**src/hw/rtl/assert_macros.svh**
```systemverilog
// assertion macros for the frame allocator top level
`ifndef ASSERT_MACROS_SVH
`define ASSERT_MACROS_SVH

// same-cycle implication, sampled on aclk, off during reset
`define CFA_ASSERT(label, ante, cons) \
    label: assert property (@(posedge aclk) disable iff (!aresetn) (ante) |-> (cons)) \
        else $error("frame allocator assertion failed");

// next-cycle implication, sampled on aclk, off during reset
`define CFA_ASSERT_NEXT(label, ante, cons) \
    label: assert property (@(posedge aclk) disable iff (!aresetn) (ante) |=> (cons)) \
        else $error("frame allocator assertion failed");

`endif

```
**src/hw/rtl/cfa_pkg.sv**
```systemverilog
// types, constants and helpers for the contiguous frame allocator
package cfa_pkg;

    localparam int NUM_FRAMES = 16;
    localparam int OWNER_BITS = 8;
    localparam int IDX_BITS   = $clog2(NUM_FRAMES);
    localparam int CNT_BITS   = $clog2(NUM_FRAMES + 1);
    localparam int SUM_BITS   = IDX_BITS + 6;

    localparam int FUNC_W  = 1;
    localparam int OWNER_W = 8;
    localparam int COUNT_W = 5;
    localparam int BASE_W  = 4;

    localparam logic [FUNC_W-1:0] FUNC_ALLOC = 1'b0;
    localparam logic [FUNC_W-1:0] FUNC_FREE  = 1'b1;

    localparam logic STATUS_OK   = 1'b0;
    localparam logic STATUS_FAIL = 1'b1;

    localparam logic [OWNER_BITS-1:0] FREE_ID = '0;

    typedef struct packed {
        logic [FUNC_W-1:0]  func;
        logic [OWNER_W-1:0] owner_id;
        logic [COUNT_W-1:0] frame_count;
    } cfa_in_t;

    typedef struct packed {
        logic              status;
        logic [BASE_W-1:0] base_frame;
    } cfa_out_t;

    // per-word strobe into the run scanner
    typedef struct packed {
        logic                clear;
        logic                step;
        logic                free;
        logic [IDX_BITS-1:0] idx;
    } cfa_scan_ctl_t;

    typedef struct packed {
        logic [IDX_BITS-1:0] best_start;
        logic [CNT_BITS-1:0] best_len;
        logic [IDX_BITS-1:0] first_free;
        logic                any_free;
    } cfa_scan_res_t;

    // low OWNER_BITS bits of the requested id
    function automatic logic [OWNER_BITS-1:0] owner_of(input logic [OWNER_W-1:0] id);
        logic [OWNER_BITS+OWNER_W-1:0] wide;
        wide = {{OWNER_BITS{1'b0}}, id};
        return wide[OWNER_BITS-1:0];
    endfunction

    // frame index reported modulo 16
    function automatic logic [BASE_W-1:0] base_of(input logic [IDX_BITS-1:0] idx);
        logic [IDX_BITS+BASE_W-1:0] wide;
        wide = {{BASE_W{1'b0}}, idx};
        return wide[BASE_W-1:0];
    endfunction

endpackage

```
**src/hw/rtl/cfa_frame_ram.sv**
```systemverilog
// owner table memory, one read and one write port, entries read as zero until written
module cfa_frame_ram #(
    parameter int DEPTH = 16,
    parameter int WIDTH = 8
) (
    input  logic                     aclk,
    input  logic                     aresetn,
    input  logic                     wr_en,
    input  logic [$clog2(DEPTH)-1:0] wr_addr,
    input  logic [WIDTH-1:0]         wr_data,
    input  logic                     rd_en,
    input  logic [$clog2(DEPTH)-1:0] rd_addr,
    output logic [WIDTH-1:0]         rd_data
);

    logic [WIDTH-1:0] mem [DEPTH];
    logic [DEPTH-1:0] valid_reg;
    logic [WIDTH-1:0] rd_q_reg;
    logic             rd_valid_reg;

    always_ff @(posedge aclk) begin
        if (wr_en) begin
            mem[wr_addr] <= wr_data;
        end
        if (rd_en) begin
            rd_q_reg <= mem[rd_addr];
        end
    end

    always_ff @(posedge aclk) begin
        if (!aresetn) begin
            valid_reg    <= '0;
            rd_valid_reg <= 1'b0;
        end else begin
            if (wr_en) begin
                valid_reg[wr_addr] <= 1'b1;
            end
            if (rd_en) begin
                rd_valid_reg <= valid_reg[rd_addr];
            end
        end
    end

    assign rd_data = rd_valid_reg ? rd_q_reg : '0;

endmodule

```
**src/hw/rtl/cfa_run_scan.sv**
```systemverilog
// tracks the first free frame and the largest free run over a stream of free flags
module cfa_run_scan (
    input  logic                   aclk,
    input  logic                   aresetn,
    input  cfa_pkg::cfa_scan_ctl_t ctl,
    output cfa_pkg::cfa_scan_res_t res
);
    import cfa_pkg::*;

    logic [IDX_BITS-1:0] run_start_reg;
    logic [CNT_BITS-1:0] run_len_reg;
    logic [IDX_BITS-1:0] best_start_reg;
    logic [CNT_BITS-1:0] best_len_reg;
    logic [IDX_BITS-1:0] first_free_reg;
    logic                any_free_reg;

    logic [CNT_BITS-1:0] run_len_next;
    logic [IDX_BITS-1:0] run_start_next;

    always_comb begin
        run_len_next   = ctl.free ? run_len_reg + CNT_BITS'(1) : '0;
        run_start_next = (ctl.free && run_len_reg == '0) ? ctl.idx : run_start_reg;
    end

    always_ff @(posedge aclk) begin
        if (!aresetn) begin
            run_start_reg  <= '0;
            run_len_reg    <= '0;
            best_start_reg <= '0;
            best_len_reg   <= '0;
            first_free_reg <= '0;
            any_free_reg   <= 1'b0;
        end else if (ctl.clear) begin
            run_start_reg  <= '0;
            run_len_reg    <= '0;
            best_start_reg <= '0;
            best_len_reg   <= '0;
            first_free_reg <= '0;
            any_free_reg   <= 1'b0;
        end else if (ctl.step) begin
            run_start_reg <= run_start_next;
            run_len_reg   <= run_len_next;
            // strict compare keeps the lowest run on a tie
            if (run_len_next > best_len_reg) begin
                best_len_reg   <= run_len_next;
                best_start_reg <= run_start_next;
            end
            if (ctl.free && !any_free_reg) begin
                first_free_reg <= ctl.idx;
                any_free_reg   <= 1'b1;
            end
        end
    end

    assign res.best_start = best_start_reg;
    assign res.best_len   = best_len_reg;
    assign res.first_free = first_free_reg;
    assign res.any_free   = any_free_reg;

endmodule

```
**src/hw/rtl/contiguous_frame_allocator.sv**
```systemverilog
// contiguous frame allocator top level: request sequencer around the owner table memory
//
//  channel  | ports                         | carries
//  ---------+-------------------------------+-------------------------------------
//  request  | s_valid, s_ready, s_data      | func, owner_id, frame_count
//  result   | m_valid, m_ready, m_data      | status, base_frame
//
// an allocate or free request runs through the states in order:
// a read sweep of the owner table, a decide step, a write-back sweep, then the result is posted
// an allocate that fails skips the write-back sweep
// a request with owner 0 or an allocate of zero frames skips both sweeps and goes straight to posting
// reset clears the table through per-entry valid bits, no clearing pass
// one request is in flight at a time; a new word is taken while the result register waits
module contiguous_frame_allocator (
    input  logic              aclk,
    input  logic              aresetn,
    input  logic              s_valid,
    output logic              s_ready,
    input  cfa_pkg::cfa_in_t  s_data,
    output logic              m_valid,
    input  logic              m_ready,
    output cfa_pkg::cfa_out_t m_data
);
    import cfa_pkg::*;
    `include "assert_macros.svh"

    typedef enum logic [4:0] {
        ST_IDLE   = 5'b00001,
        ST_SCAN   = 5'b00010,
        ST_DECIDE = 5'b00100,
        ST_COMMIT = 5'b01000,
        ST_DONE   = 5'b10000
    } cfa_state_t;

    localparam logic [IDX_BITS-1:0] LAST_IDX = IDX_BITS'(NUM_FRAMES - 1);

    cfa_state_t state_reg, state_next;

    logic [FUNC_W-1:0]     func_reg;
    logic [OWNER_BITS-1:0] who_reg;
    logic [COUNT_W-1:0]    count_reg;
    logic [IDX_BITS-1:0]   issue_idx_reg;
    logic                  issue_done_reg;
    logic                  rvalid_reg;
    logic [IDX_BITS-1:0]   ridx_reg;
    logic [NUM_FRAMES-1:0] own_mask_reg;
    logic                  alloc_en_reg;
    logic [SUM_BITS-1:0]   alloc_start_reg;
    logic [SUM_BITS-1:0]   alloc_end_reg;
    logic [IDX_BITS-1:0]   wr_idx_reg;
    cfa_out_t              res_reg;
    logic                  m_valid_reg;
    cfa_out_t              m_data_reg;

    logic                  accept;
    logic [OWNER_BITS-1:0] in_who;
    logic                  early_done;
    logic                  rd_en;
    logic [OWNER_BITS-1:0] rd_data;
    logic                  in_range;
    logic                  wr_en;
    logic [OWNER_BITS-1:0] wr_data;
    logic                  post;
    logic                  cnt_one;
    logic                  fits;
    logic                  found;
    logic [IDX_BITS-1:0]   start_sel;
    cfa_scan_ctl_t         scan_ctl;
    cfa_scan_res_t         scan_res;

    assign s_ready = (state_reg == ST_IDLE);
    assign accept  = s_valid && s_ready;
    assign in_who  = owner_of(s_data.owner_id);
    // owner 0, or an allocate of nothing, never touches the table
    assign early_done = (in_who == FREE_ID) ||
                        (s_data.func == FUNC_ALLOC && s_data.frame_count == '0);

    assign rd_en = (state_reg == ST_SCAN) && !issue_done_reg;

    assign scan_ctl.clear = accept;
    assign scan_ctl.step  = rvalid_reg;
    assign scan_ctl.free  = (rd_data == FREE_ID) || (rd_data == who_reg);
    assign scan_ctl.idx   = ridx_reg;

    assign in_range = alloc_en_reg &&
                      (SUM_BITS'(wr_idx_reg) >= alloc_start_reg) &&
                      (SUM_BITS'(wr_idx_reg) < alloc_end_reg);
    assign wr_en   = (state_reg == ST_COMMIT) && (in_range || own_mask_reg[wr_idx_reg]);
    assign wr_data = in_range ? who_reg : FREE_ID;

    assign cnt_one   = (count_reg == COUNT_W'(1));
    assign fits      = {{CNT_BITS{1'b0}}, count_reg} <= {{COUNT_W{1'b0}}, scan_res.best_len};
    assign found     = cnt_one ? scan_res.any_free : fits;
    assign start_sel = cnt_one ? scan_res.first_free : scan_res.best_start;

    assign post = (state_reg == ST_DONE) && (!m_valid_reg || m_ready);

    cfa_frame_ram #(
        .DEPTH (NUM_FRAMES),
        .WIDTH (OWNER_BITS)
    ) u_ram (
        .aclk    (aclk),
        .aresetn (aresetn),
        .wr_en   (wr_en),
        .wr_addr (wr_idx_reg),
        .wr_data (wr_data),
        .rd_en   (rd_en),
        .rd_addr (issue_idx_reg),
        .rd_data (rd_data)
    );

    cfa_run_scan u_scan (
        .aclk    (aclk),
        .aresetn (aresetn),
        .ctl     (scan_ctl),
        .res     (scan_res)
    );

    always_comb begin
        state_next = state_reg;
        case (state_reg)
            ST_IDLE: begin
                if (accept) begin
                    state_next = early_done ? ST_DONE : ST_SCAN;
                end
            end
            ST_SCAN: begin
                if (rvalid_reg && ridx_reg == LAST_IDX) begin
                    state_next = ST_DECIDE;
                end
            end
            ST_DECIDE: begin
                if (func_reg == FUNC_ALLOC && !found) begin
                    state_next = ST_DONE;
                end else begin
                    state_next = ST_COMMIT;
                end
            end
            ST_COMMIT: begin
                if (wr_idx_reg == LAST_IDX) begin
                    state_next = ST_DONE;
                end
            end
            ST_DONE: begin
                if (post) begin
                    state_next = ST_IDLE;
                end
            end
            default: state_next = ST_IDLE;
        endcase
    end

    always_ff @(posedge aclk) begin
        if (!aresetn) begin
            state_reg      <= ST_IDLE;
            issue_done_reg <= 1'b1;
            rvalid_reg     <= 1'b0;
            m_valid_reg    <= 1'b0;
        end else begin
            state_reg  <= state_next;
            rvalid_reg <= rd_en;
            if (accept) begin
                issue_done_reg <= early_done;
            end else if (rd_en && issue_idx_reg == LAST_IDX) begin
                issue_done_reg <= 1'b1;
            end
            if (post) begin
                m_valid_reg <= 1'b1;
            end else if (m_ready) begin
                m_valid_reg <= 1'b0;
            end
        end
    end

    always_ff @(posedge aclk) begin
        if (accept) begin
            func_reg      <= s_data.func;
            who_reg       <= in_who;
            count_reg     <= s_data.frame_count;
            issue_idx_reg <= '0;
            own_mask_reg  <= '0;
            wr_idx_reg    <= '0;
            alloc_en_reg  <= 1'b0;
            res_reg.base_frame <= '0;
            res_reg.status <= (s_data.func == FUNC_ALLOC) ? STATUS_FAIL : STATUS_OK;
        end
        if (rd_en) begin
            issue_idx_reg <= issue_idx_reg + IDX_BITS'(1);
        end
        ridx_reg <= issue_idx_reg;
        // frames the owner already holds are released on write-back unless the new run covers them
        if (rvalid_reg && rd_data == who_reg) begin
            own_mask_reg[ridx_reg] <= 1'b1;
        end
        if (state_reg == ST_DECIDE) begin
            alloc_start_reg <= SUM_BITS'(start_sel);
            alloc_end_reg   <= SUM_BITS'(start_sel) + SUM_BITS'(count_reg);
            if (func_reg == FUNC_ALLOC) begin
                alloc_en_reg       <= found;
                res_reg.status     <= found ? STATUS_OK : STATUS_FAIL;
                res_reg.base_frame <= found ? base_of(start_sel) : '0;
            end
        end
        if (state_reg == ST_COMMIT) begin
            wr_idx_reg <= wr_idx_reg + IDX_BITS'(1);
        end
        if (post) begin
            m_data_reg <= res_reg;
        end
    end

    assign m_valid = m_valid_reg;
    assign m_data  = m_data_reg;

    `CFA_ASSERT(a_write_only_in_commit, wr_en, state_reg == ST_COMMIT)
    `CFA_ASSERT(a_read_data_only_in_scan, rvalid_reg, state_reg == ST_SCAN)
    `CFA_ASSERT(a_alloc_writes_owner, wr_en && in_range, wr_data == who_reg && who_reg != FREE_ID)
    `CFA_ASSERT_NEXT(a_post_loads_result, post, m_valid_reg && (state_reg == ST_IDLE))

endmodule

```
**config.mk**
```make
export PLATFORM = sky130hd
export DESIGN_NAME = contiguous_frame_allocator
export DESIGN_NICKNAME = d
export VERILOG_FILES = /design/src/hw/rtl/cfa_pkg.sv /design/src/hw/rtl/cfa_frame_ram.sv /design/src/hw/rtl/cfa_run_scan.sv /design/src/hw/rtl/contiguous_frame_allocator.sv
export VERILOG_INCLUDE_DIRS = /design/src /design/src/hw/rtl
export SDC_FILE = /design/constraint.sdc
export NUM_CORES = 1
export LEC_CHECK = 0
export ABC_AREA = 1
export BUFFER_PORTS_ARGS = -buffer_cell sky130_fd_sc_hd__buf_2
export CORE_ASPECT_RATIO = 0.8
export CORE_MARGIN = 2
export CORE_UTILIZATION = 45
export CTS_CLUSTER_DIAMETER = 50
export DETAILED_ROUTE_END_ITERATION = 10
export GPL_TIMING_DRIVEN = 0
export PLACE_DENSITY = 0.62
export SYNTH_ARGS = -nofsm -noshare
export SYNTH_HDL_FRONTEND = slang
export SYNTH_SLANG_ARGS = --single-unit
```
**constraint.sdc**
```tcl
create_clock -name aclk -period 6.23 [get_ports aclk]
set_clock_uncertainty 0.05 [all_clocks]
set_input_delay 1.246 -clock aclk [delete_from_list [all_inputs] [get_ports aclk]]
set_output_delay 1.246 -clock aclk [all_outputs]
set_load 0.02 [all_outputs]
```
==> metrics.txt <==
status completed; max-slew violations 0; part of the cycle the worst path needs 0.539; Hold-fix buffers, CTS 0; FF+latch count, synth 247; Placed Instances 1428; Max clock buf depth 3; post-synth net total 1139; Filler cells 2174; minimum clock period 3360 ps; Slew Limit Headroom 0.130; asr flop ratio synth 0; cell area after synthesis 10900 um2; hold path start issue_idx_reg[2]$_SDFFCE_PN0P_; measured slew at the worst slew-check pin 1300 ps; share of cells above drive strength 1 0.0921; leakage power 4.64 nW; number of global-route vias before repair 7243; Fin Hold WS 317 ps; Area growth, synth to finish 11.8%; max FFs per register 128; Hold Path Class flip-flop to flip-flop; CTS sink count 247; vias 7866; routability congestion estimate from global placement 0.828; syn_area_per_cell 9.94 um2; Fmax 298 MHz; net count of the finished layout 1191; Critical Path AT 3770 ps; first-pass GRT wire length 41.2 mm; cells along the critical path buf_4 > buf_6 > nand2_1 > nand4_1 > nor2_1 > nand3_1 > nand2_4 > inv_2 > or2_4 > inv_1 > ha_1 > nand2_1 > inv_1 > nand2_1 > nand3_1 > a21oi_1 > nand2b_1 > clkbuf_1 > inv_1 > nand3_1 > nand2_1 > inv_1; reg-to-reg endpoint u_scan.best_start_reg[2]$_SDFFE_PP0P_; ANT cells 0; Core Box Area 23500 um2; Max H-tree Level 1; pin count of the biggest net entering global routing 24; antenna violations before repair 0; TritonRoute pass-1 iters 5; I/O pin total 25; initial core utilization 0.462; cell taking the most area after synthesis edfxtp_1; Buf+Inv Stages, Crit Path 8; PwrDens 289 nW/um2; final cell count without fillers 1474; hold worst-path end ridx_reg[2]$_DFF_P_; worst endpoint required time 6640 ps; CP top delay family simple AND/OR/NAND/NOR gates; chip width 178 um; CP peak stage delay 340 ps; Std-Cell Rows 50; Synth Flop Type edfxtp_1; CTS buffer count 25; Clock Pin Slew Worst Setup and Hold Paths 60 ps; cts repair resizes 0; Root Buffer clkbuf_16; Iter 0 DRT Violations 710; Synth top cells by count 173 x edfxtp_1, 150 x nand2_1, 145 x inv_1, 140 x nor2_1, 89 x o21ai_0; Setup crit end kind flip-flop; gr ovfl total 0; # DRC 0; placed inst area 11400 um2; Total Routing Usage GR 0.213; fin area 12100 um2; unrepaired setup endpoints after global routing false; DRT antenna net count 0; postcts setup bufs 0; Mapped Cells 1092; CTS tree built; hold path depth 0; Fin. Hold Viols 0; Yosys cell types 44; CP max FO 10; max cap viols 0; Critical Path Source Type flip-flop; sum of negative setup slack 0 ps; top cells by area, synth edfxtp_1 48%, dfxtp_1 14%, nand2_1 5.2%; top cell type's share of synthesized area 0.479; final setup violation count 0; RR Startpoint u_ram.rd_valid_reg$_SDFFE_PN0P_; DR vias/cell 5.34; Synth Warn # 0; Post-synth EDFFs 173; worst ir drop on vdd 0.000182 V; most frequent cell after synthesis edfxtp_1; WL final 26.4 mm; Slowest-stage cell, CP clkbuf_1; post-detail-place hpwl 18.4 mm; cell count of the worst reg-to-reg path 22; IO buf count 24; Die Area 25400 um2; flop2flop setup slack 2870 ps; die height 143 um; Avg WL per Cell 17.9 um; type of the worst setup path flip-flop to flip-flop; sequential fraction of the synthesis area 0.615; clk_lat worst skew 520 ps
how the worst max path moves through the flow:
stage	start	to	slack, ps	cells after the start
floorplan	u_ram.rd_valid_reg$_SDFFE_PN0P_	u_scan.best_start_reg[0]$_SDFFE_PP0P_	3480	23
global placement	u_ram.rd_valid_reg$_SDFFE_PN0P_	u_scan.best_start_reg[2]$_SDFFE_PP0P_	2930	22
detailed placement	u_ram.rd_valid_reg$_SDFFE_PN0P_	u_scan.best_start_reg[2]$_SDFFE_PP0P_	2890	22
CTS	u_ram.rd_valid_reg$_SDFFE_PN0P_	u_scan.best_start_reg[2]$_SDFFE_PP0P_	2860	22
global route	u_ram.rd_valid_reg$_SDFFE_PN0P_	u_scan.best_start_reg[1]$_SDFFE_PP0P_	2410	22
finish	u_ram.rd_valid_reg$_SDFFE_PN0P_	u_scan.best_start_reg[2]$_SDFFE_PP0P_	2870	22
layout by cell type (no fill, tap or decap), types with 4 or more instances in the layout:
| cell | instances |
|---|---|
| o221ai_1 | 13 |
| nor2_1 | 140 |
| nand2_1 | 150 |
| clkbuf_1 | 34 |
| xor2_1 | 4 |
| dfxtp_1 | 74 |
| ha_1 | 28 |
| a21oi_1 | 54 |
| clkinv_2 | 4 |
| nand3_1 | 76 |
| nor3_1 | 4 |
| edfxtp_1 | 173 |
| clkinv_1 | 7 |
| nand4_1 | 8 |
| o21ai_0 | 89 |
| buf_6 | 4 |
| buf_2 | 29 |
| o22ai_1 | 32 |
| clkbuf_16 | 25 |
| nand3_2 | 17 |
| inv_2 | 10 |
| inv_1 | 145 |
area by class of cell:
cell class	count	area (um2)	share of cell area
buffer	40	183	0.0151
inverter	157	589	0.0486
sequential	247	6680	0.550
clock buffer	32	662	0.0545
clock inverter	13	91.3	0.00753
tap	312	390	0.0322
multi-input combinational	648	3410	0.281
timing repair buffer	25	131	0.0108
cell families (layout without fill, tap and decap cells):
| group | Yosys count | after routing | synth area share |
|---|---|---|---|
| buf+inv | 197 | 267 | 0.0711 |
| simple gates | 410 | 410 | 0.170 |
| flops | 247 | 247 | 0.615 |
| xor+xnor | 6 | 6 | 0.00484 |
| fa+ha+maj | 29 | 29 | 0.0341 |
| compound gates | 203 | 203 | 0.105 |
where the power goes:
part	switching (W)	leakage (nW)	internal [W]
logic	0.000227	2.18	0.0000882
clock network	0.000606	0.369	0.000791
registers	0.0000248	2.09	0.00177
routing by layer:
metal	up-vias	track usage	part of all wire
met1	3781	0.342	0.51
met2	234	0.302	0.41
met5	-	0	0
met3	27	0.0335	0.065
li1	3824	-	-
met4	0	0.0406	0.015
stage by stage:
stage | power [W] | utilization | setup slack [ps]
final | 0.00351 | 0.516 | 2870
after detailed placement | 0.00214 | 0.483 | 2890
after global routing | 0.00364 | 0.516 | 2410
after floorplan | 0.00203 | - | 3480
after global placement | 0.00214 | 0.483 | 2930
after CTS | 0.00353 | 0.515 | 2860
Note: power is estimated with default switching activity, not from simulation.
